File: src/hw/rtl/point_set_unit_cube_normalize_unit_macros.svh
// Assertion macros shared by the point set normalizer RTL.
// Both macros sample on clk_i and are disabled while rst_ni is low.
`ifndef POINT_SET_UNIT_CUBE_NORMALIZE_UNIT_MACROS_SVH
`define POINT_SET_UNIT_CUBE_NORMALIZE_UNIT_MACROS_SVH
`ifndef SYNTHESIS
`define PSCN_ASSERT(name, prop) \
  name: assert property (@(posedge clk_i) disable iff (!rst_ni) (prop)) \
    else $error("pscn assertion failed");
`define PSCN_ASSERT_NEXT(name, ante, cons) \
  name: assert property (@(posedge clk_i) disable iff (!rst_ni) (ante) |=> (cons)) \
    else $error("pscn assertion failed");
`else
`define PSCN_ASSERT(name, prop)
`define PSCN_ASSERT_NEXT(name, ante, cons)
`endif
`endif

File: src/hw/rtl/pscn_pkg.sv
`timescale 1ns / 1ps
// Shared constants, codes and inter-module structs of the point set normalizer.
// No dependencies; every RTL module imports this package.
package pscn_pkg;

  localparam int unsigned MAX_POINTS    = 1024;
  localparam int unsigned COORD_BITS    = 24;
  localparam int unsigned FRAC_BITS     = 16;
  localparam int unsigned SCALE_BITS    = 16;
  localparam int unsigned OUT_BITS      = 32;
  localparam int unsigned INDEX_BITS    = 10;
  localparam int unsigned KIND_BITS     = 2;
  localparam int unsigned STATUS_BITS   = 2;
  localparam int unsigned CFG_IDX_BITS  = 2;
  localparam int unsigned CFG_DATA_BITS = 16;
  localparam int unsigned NUM_AXES      = 3;

  localparam int unsigned ADDR_W  = $clog2(MAX_POINTS);
  localparam int unsigned CNT_W   = $clog2(MAX_POINTS + 1);
  localparam int unsigned STORE_W = NUM_AXES * COORD_BITS;

  // Divider geometry: numerator is d * scale * 2^(FRAC_BITS-8).
  localparam int unsigned SHIFT_S = FRAC_BITS - 8;
  localparam int unsigned PROD_W  = COORD_BITS + SCALE_BITS;
  localparam int unsigned NUM_W   = PROD_W + SHIFT_S;
  localparam int unsigned DIV_W   = COORD_BITS + 1;
  localparam int unsigned QUOT_W  = (NUM_W < OUT_BITS + 1) ? NUM_W : OUT_BITS + 1;
  localparam int unsigned QCNT_W  = $clog2(QUOT_W);
  localparam int unsigned CMP_W   = (NUM_W > DIV_W) ? NUM_W : DIV_W;
  localparam int unsigned VAL_W   = (QUOT_W + 2 > OUT_BITS + 1) ? QUOT_W + 2 : OUT_BITS + 1;

  localparam logic [SCALE_BITS-1:0] SCALE_RESET = SCALE_BITS'(256);

  localparam logic [CFG_IDX_BITS-1:0] CFG_SCALE  = CFG_IDX_BITS'(0);
  localparam logic [CFG_IDX_BITS-1:0] CFG_CENTER = CFG_IDX_BITS'(1);

  typedef logic signed [COORD_BITS-1:0] coord_t;

  localparam coord_t COORD_MAX = {1'b0, {(COORD_BITS - 1){1'b1}}};
  localparam coord_t COORD_MIN = {1'b1, {(COORD_BITS - 1){1'b0}}};

  typedef enum logic [KIND_BITS-1:0] {
    KIND_LOAD  = 2'd0,
    KIND_READ  = 2'd1,
    KIND_CLEAR = 2'd2
  } kind_e;

  typedef enum logic [STATUS_BITS-1:0] {
    STATUS_OK       = 2'd0,
    STATUS_NO_POINT = 2'd1,
    STATUS_FLAT     = 2'd2
  } status_e;

  typedef struct packed {
    logic                  start;
    logic                  center;
    logic [SCALE_BITS-1:0] scale;
    logic [DIV_W-1:0]      divisor;
  } lane_cmd_t;

  typedef struct packed {
    logic [QUOT_W-1:0] quot;
    logic              inexact;
    logic              neg;
  } lane_res_t;

  typedef struct packed {
    logic    valid;
    status_e status;
  } err_req_t;

endpackage

File: src/hw/rtl/pscn_merge.sv
`timescale 1ns / 1ps
// Merge stage: signs, offsets and saturates the lane quotients into one result item.
// Also forwards error results; depends on pscn_pkg.
module pscn_merge (
  input  logic                             clk_i,
  input  logic                             rst_ni,
  input  logic [pscn_pkg::NUM_AXES-1:0]    done_i,
  input  pscn_pkg::lane_res_t              res_i [pscn_pkg::NUM_AXES],
  input  logic                             center_i,
  input  pscn_pkg::err_req_t               err_i,
  output logic                             valid_o,
  output logic signed [pscn_pkg::OUT_BITS-1:0] norm_o [pscn_pkg::NUM_AXES],
  output logic [pscn_pkg::STATUS_BITS-1:0] status_o
);
  import pscn_pkg::*;

  localparam logic signed [VAL_W-1:0] SAT_HI =
    $signed({{(VAL_W - OUT_BITS + 1){1'b0}}, {(OUT_BITS - 1){1'b1}}});
  localparam logic signed [VAL_W-1:0] SAT_LO = ~SAT_HI;
  localparam logic signed [VAL_W-1:0] HALF =
    $signed({{(VAL_W - FRAC_BITS){1'b0}}, 1'b1, {(FRAC_BITS - 1){1'b0}}});

  logic signed [VAL_W-1:0]    qx      [NUM_AXES];
  logic signed [VAL_W-1:0]    val     [NUM_AXES];
  logic signed [OUT_BITS-1:0] sat_val [NUM_AXES];
  logic                       all_done;

  logic                       valid_q;
  logic signed [OUT_BITS-1:0] norm_q  [NUM_AXES];
  logic [STATUS_BITS-1:0]     status_q;

  assign all_done = &done_i;

  // A negative centered value rounds toward minus infinity: -q, one less when inexact.
  always_comb begin
    for (int a = 0; a < NUM_AXES; a++) begin
      qx[a]  = $signed({{(VAL_W - QUOT_W){1'b0}}, res_i[a].quot});
      val[a] = res_i[a].neg
             ? -qx[a] - $signed({{(VAL_W - 1){1'b0}}, res_i[a].inexact})
             : qx[a];
      val[a] = val[a] + (center_i ? HALF : '0);
      if (val[a] > SAT_HI) begin
        sat_val[a] = SAT_HI[OUT_BITS-1:0];
      end else if (val[a] < SAT_LO) begin
        sat_val[a] = SAT_LO[OUT_BITS-1:0];
      end else begin
        sat_val[a] = val[a][OUT_BITS-1:0];
      end
    end
  end

  always_ff @(posedge clk_i or negedge rst_ni) begin
    if (!rst_ni) begin
      valid_q <= 1'b0;
    end else begin
      valid_q <= err_i.valid | all_done;
      if (err_i.valid) begin
        for (int a = 0; a < NUM_AXES; a++) begin
          norm_q[a] <= '0;
        end
        status_q <= err_i.status;
      end else if (all_done) begin
        for (int a = 0; a < NUM_AXES; a++) begin
          norm_q[a] <= sat_val[a];
        end
        status_q <= STATUS_OK;
      end
    end
  end

  assign valid_o  = valid_q;
  assign norm_o   = norm_q;
  assign status_o = status_q;

endmodule

File: config.mk
export PLATFORM = sky130hd
export DESIGN_NAME = pscn_merge
export DESIGN_NICKNAME = d
export VERILOG_FILES = /design/src/hw/rtl/point_set_unit_cube_normalize_unit_macros.svh /design/src/hw/rtl/pscn_pkg.sv /design/src/hw/rtl/pscn_merge.sv
export SDC_FILE = /design/constraint.sdc
export NUM_CORES = 1
export LEC_CHECK = 0
export BUFFER_PORTS_ARGS = -buffer_cell sky130_fd_sc_hd__buf_2
export CELL_PAD_IN_SITES_DETAIL_PLACEMENT = 0
export CELL_PAD_IN_SITES_GLOBAL_PLACEMENT = 1
export CORE_MARGIN = 2
export CORE_UTILIZATION = 47
export CTS_CLUSTER_DIAMETER = 200
export DETAILED_ROUTE_END_ITERATION = 8
export GPL_TIMING_DRIVEN = 0
export PLACE_DENSITY = 0.92
export SETUP_SLACK_MARGIN = 0.02
export SYNTH_ARGS = -nofsm -noshare
export SYNTH_HDL_FRONTEND = slang
export SYNTH_SLANG_ARGS = --single-unit
File: constraint.sdc
create_clock -name clk_i -period 2.7 [get_ports clk_i]
set_clock_uncertainty 0.05 [all_clocks]
set_input_delay 0.675 -clock clk_i [delete_from_list [all_inputs] [get_ports clk_i]]
set_output_delay 0.675 -clock clk_i [all_outputs]
set_load 0.02 [all_outputs]
Word-level counts from Yosys, hierarchy flattened. Index checks and enable logic that the tools add are counted. W data, S select, Z words.

Output and inout port bits: 99. Logic and storage cells: 37. Register bits: 99.

Bitwise operators: 1. Reductions and logical operators: 3. Muxes and demuxes: 13. Add/sub/neg operators: 9. Order comparisons: 6.

Operator list (number): $mux W32 (6); $gt A35 B32 Y1 const B (3); $lt A35 B32 Y1 const B (3); $mux W35 (3); $neg A33 Y35 (3); $sub A35 B2 Y35 (3); $mux W96 (1); $add A35 B35 Y35 (2); $add A35 B16 Y35 (1); $mux W16 (1); $mux W2 (2); $reduce_and A3 Y1 (1); $reduce_and A2 Y1 (1); $reduce_bool A2 Y1 (1); $or A1 B1 Y1 (1).

Depth between registers and ports, before layout.
Depth after elaboration: 8. Mapped depth: 28. Depth with buffers taken out: 26.

Least setup slack after synthesis. Ideal clock, no wire load.

Path kind: in2reg. Start: in res_i[36] in the netlist's numbering. End: reg norm_q, in the netlist norm_o[41], data pin. Cell stages on the path: 27. Arrival: 5167 ps. Buffers on the path: 2. Data required time: 2372 ps. Path slack: -2794 ps. Path through: inv_1 -> ha_1 -> ha_1 -> inv_1 -> ha_1 -> o21bai_1 -> a221o_2 -> a32oi_1 -> nor2_1 -> nor2_1 -> xnor2_1 -> nand2_1 -> o21ai_0 -> ha_1 -> ha_1 -> nand2_1 -> or3_1 -> o211ai_1 -> nand4_1 -> or4_1 -> buf_2 -> nand3b_4 -> nor4_1 -> o41ai_4 -> buf_6 -> a21oi_2 -> nor3_2.

Cells in the longest elaborated chain, start to end: 7.

RTL lines: start: declaration (line pscn_merge.sv:8) `input pscn_pkg::lane_res_t res_i [pscn_pkg::NUM_AXES],`; $sub A35 B2 Y35 (*) (line pscn_merge.sv:39) `? -qx[a] - $signed({{(VAL_W - 1){1'b0}}, res_i[a].inexact})`; $mux W35 (*) (line pscn_merge.sv:39); $add A35 B35 Y35 (*) (line pscn_merge.sv:41) `val[a] = val[a] + (center_i ? HALF : '0);`; $lt A35 B32 Y1 (line pscn_merge.sv:44) `end else if (val[a] < SAT_LO) begin`; $mux W32 (line pscn_merge.sv:44); $mux W32 (*) (line pscn_merge.sv:42) `if (val[a] > SAT_HI) begin`; $mux W96 (*) (line pscn_merge.sv:62) `end else if (all_done) begin`; end signal: indexed assignment (line pscn_merge.sv:64) `norm_q[a] <= sat_val[a];`; end: declaration (line pscn_merge.sv:29) `logic signed [OUT_BITS-1:0] norm_q [NUM_AXES];`.

Every way passes the cells marked *; elsewhere a longest branch is shown, timed or not. A chain may end at the register's enable or synchronous reset.

Worst setup path in the final report.
Start: in res_i[37] in the netlist's numbering. End: reg norm_q, in the netlist norm_o[43], data pin.

Cells in the longest elaborated chain, start to end: 8.

RTL lines (line): $neg A33 Y35 (pscn_merge.sv:39); $sub A35 B2 Y35 (pscn_merge.sv:39); $mux W35 (*) (pscn_merge.sv:39); $add A35 B35 Y35 (*) (pscn_merge.sv:41); $lt A35 B32 Y1 (pscn_merge.sv:44); $mux W32 (pscn_merge.sv:44); $mux W32 (*) (pscn_merge.sv:42); $mux W96 (*) (pscn_merge.sv:62).

Marked as above.

==> impl_metrics.tcl <==
set metrics [dict create \
    start_util 0.481 \
    first_global_vias 14600 \
    layout-drive-gt1-share 0.298 \
    yosysTopAreaCell "edfxtp_1" \
    synthTopCellsByCount "nand2_1, nor2_1, inv_1" \
    yosys-top-cells-area "edfxtp_1, ha_1, nand2_1" \
    antenna_found_initial 0 \
    finish.instance_area_mm2 0.0190 \
    dpl_cell_area_mm2 0.0166 \
    wl_per_cell_um 19.4 \
    path_clk_slew_ps 80 \
    finalCriticalPeriod_ps 5260 \
    crit_top_cell "ha_4" \
    area_growth_pct 32.4 \
    synth_area_per_cell_um2 7.52 \
    syn_nets 2133 \
    dpl.hpwl_mm 38.6 \
    worst_pin_slew_ps 836 \
    finalSetupViolCount 96 \
    dr.pass1.iters 7 \
    async_flop_share 0.0101 \
    boundaryPins 213 \
    synth_edf_count 98 \
    ant_nets 0 \
    ys_warn_count 0 \
    grt_pass1_wl_mm 76.7 \
    path_delay_family "simple AND/OR/NAND/NOR gates" \
    rows 63 \
    met3_usage 0.0337 \
    io_buffer_count 210 \
    synth_most_common_cell "nand2_1" \
    met2_usage 0.491 \
    grtUsageMet1 0.427 \
    cts_hold_buf 0 \
    worst_slack_ps -2560 \
    drtIter0Drc 1445 \
    htreeDepth 3 \
    max-clock-path-buffers 2 \
    wl_mm 50.9 \
    cp_slowest_cell "or4_4" \
    core_mm2 0.0298 \
    cp_slowest_stage_delay_ps 580 \
    nNetsFinal 2448 \
    antennaDiodeCount 0 \
    die-area_mm2 0.0319 \
    grt_start_max_net_pins 72 \
    cellPowerDensity_mw_per_mm2 367 \
    maxSlewHeadroom 0.442 \
    vias 16100 \
    clk_latency_ps 360 \
    syn_inst 1905 \
    dp_slack_ps -3990 \
    via_per_inst 6.15 \
    endpoint_kind "flop" \
    crit_required_ps 2860 \
    cts_inserted_buffers 9 \
    ys_types 89 \
    die_w_um 179 \
    arrival_ps 5410 \
    status "complete, but fails checks" \
    grt_use_total 0.303 \
    cts-root-buf "clkbuf_16" \
    fmax_mhz 190 \
    leakage_nw 7.80 \
    critical_path.startpoint_type "input port" \
    synth_seq_area_share 0.207 \
    ys.flop_type "edfxtp_1" \
    cap_violations 0 \
    gp_congestion 0.948 \
    post-route-period-util 1.95 \
    path_buf_inv 6 \
    rsz0062_at_grt "yes" \
    top_usage_layer "met2" \
    synthesis.area_mm2 0.0143 \
    final_max_slew_viol_count 0 \
    ir_drop_v 0.000347 \
    cts_tree "done" \
    report.final.hold_viol_count 0 \
    hold_class "reg2reg" \
    clock-sinks 99 \
    crit_fanout 10 \
    synth_top_cell_area_share 0.206 \
    synth.ff_latch_count 99 \
    overflow 0 \
    drc_errors 0 \
    crit_type "in2reg" \
    fillers 2650 \
    total_power_mw 6.96 \
    die_h_um 179 \
    violations "setup timing" \
]
## cells by family (layout without fill, tap and decap cells)
group / Yosys count / after routing / share of synthesized area
AOI/OAI and AO/OA: 612 / 612 / 0.295
buffers and inverters: 245 / 565 / 0.0679
and+or+nand+nor: 700 / 700 / 0.243
muxes: 45 / 45 / 0.0320
xor gates and xnor gates: 90 / 90 / 0.0550
DFF: 99 / 99 / 0.207
adders and majority gates: 114 / 114 / 0.0996
## stage by stage
step	hold WS [ps]	setup TNS, ps	instances	util
after floorplan	329	-198390	1905	-
after global placement	510	-312750	2505	0.556
after detailed placement	525	-307660	2506	0.557
after CTS	528	-199860	2591	0.616
after global routing	537	-220470	2615	0.636
final	537	-202330	2615	0.636
## what timing repair did
item                       4_1_cts  5_1_grt
gates resized for setup        166      124
setup endpoints to repair       96       96
setup buffers                   90       40
pin swaps                       86       53
cloned                           8        2
## cells in the final DEF (no fill, tap or decap), types with 11 or more instances in the layout
cell        n
nand2_1   214
buf_2     203
nor2_1    188
inv_1     121
a21oi_1   106
o21ai_0    98
edfxtp_1   98
buf_4      94
ha_1       80
nand3_1    56
xnor2_1    56
clkbuf_1   55
o211ai_1   47
mux2i_1    37
nand4_1    36
a211oi_2   35
a21o_1     33
nor3_2     33
nor3_1     30
xor2_1     29
a21oi_2    28
buf_6      26
ha_4       26
a211oi_1   23
a21oi_4    22
o21a_1     18
o21ai_1    17
a31oi_1    16
nand2b_1   16
or3_1      14
and3_1     13
and2_1     13
a211o_1    12
and4_1     11
## final timing paths
check | from | end | slack [ps] | depth (start not counted)
max | res_i[37] | norm_o[43] | -2560 | 29
min | norm_o[69] | norm_o[69] | 540 | 2
max reg2reg | norm_o[38] | norm_o[38] | 1660 | 2
min reg2reg | norm_o[69] | norm_o[69] | 540 | 2
max in group asynchronous | rst_ni | valid_o | 1760 | 2
min in group asynchronous | rst_ni | valid_o | 580 | 2
## flip-flops by register name, summed over array words and instances (netlist names)
register / count
norm_o: 96
status_o: 2
valid_o: 1
## worst register-to-register path, cell delays in order, from the launching register on
cell and delay (ps):
edfxtp_1 450, nor2_1 200, nor3_2 70
## routing by layer
layer  up-vias  wire length [µm]
li1       7725                 -
met1      7689             23000
met2       607             23400
met3        72              3260
met4         0              1210
met5         -                 0
## power breakdown
part | switching [mW] | internal (mW)
combinational | 2.27 | 1.45
clock | 0.617 | 0.716
sequential | 0.0803 | 1.83
## cell type report
type | instances | area, µm² | area share
Clock buffer | 11 | 233 | 0.0123
Tap cell | 390 | 488 | 0.0257
Clock inverter | 5 | 53.8 | 0.00284
Sequential cell | 99 | 2970 | 0.157
Inverter | 136 | 561 | 0.0296
Timing Repair Buffer | 327 | 2240 | 0.118
Buffer | 86 | 503 | 0.0265
Multi-Input combinational cell | 1561 | 11900 | 0.628
No activity file was read; power rests on OpenSTA's default activity.
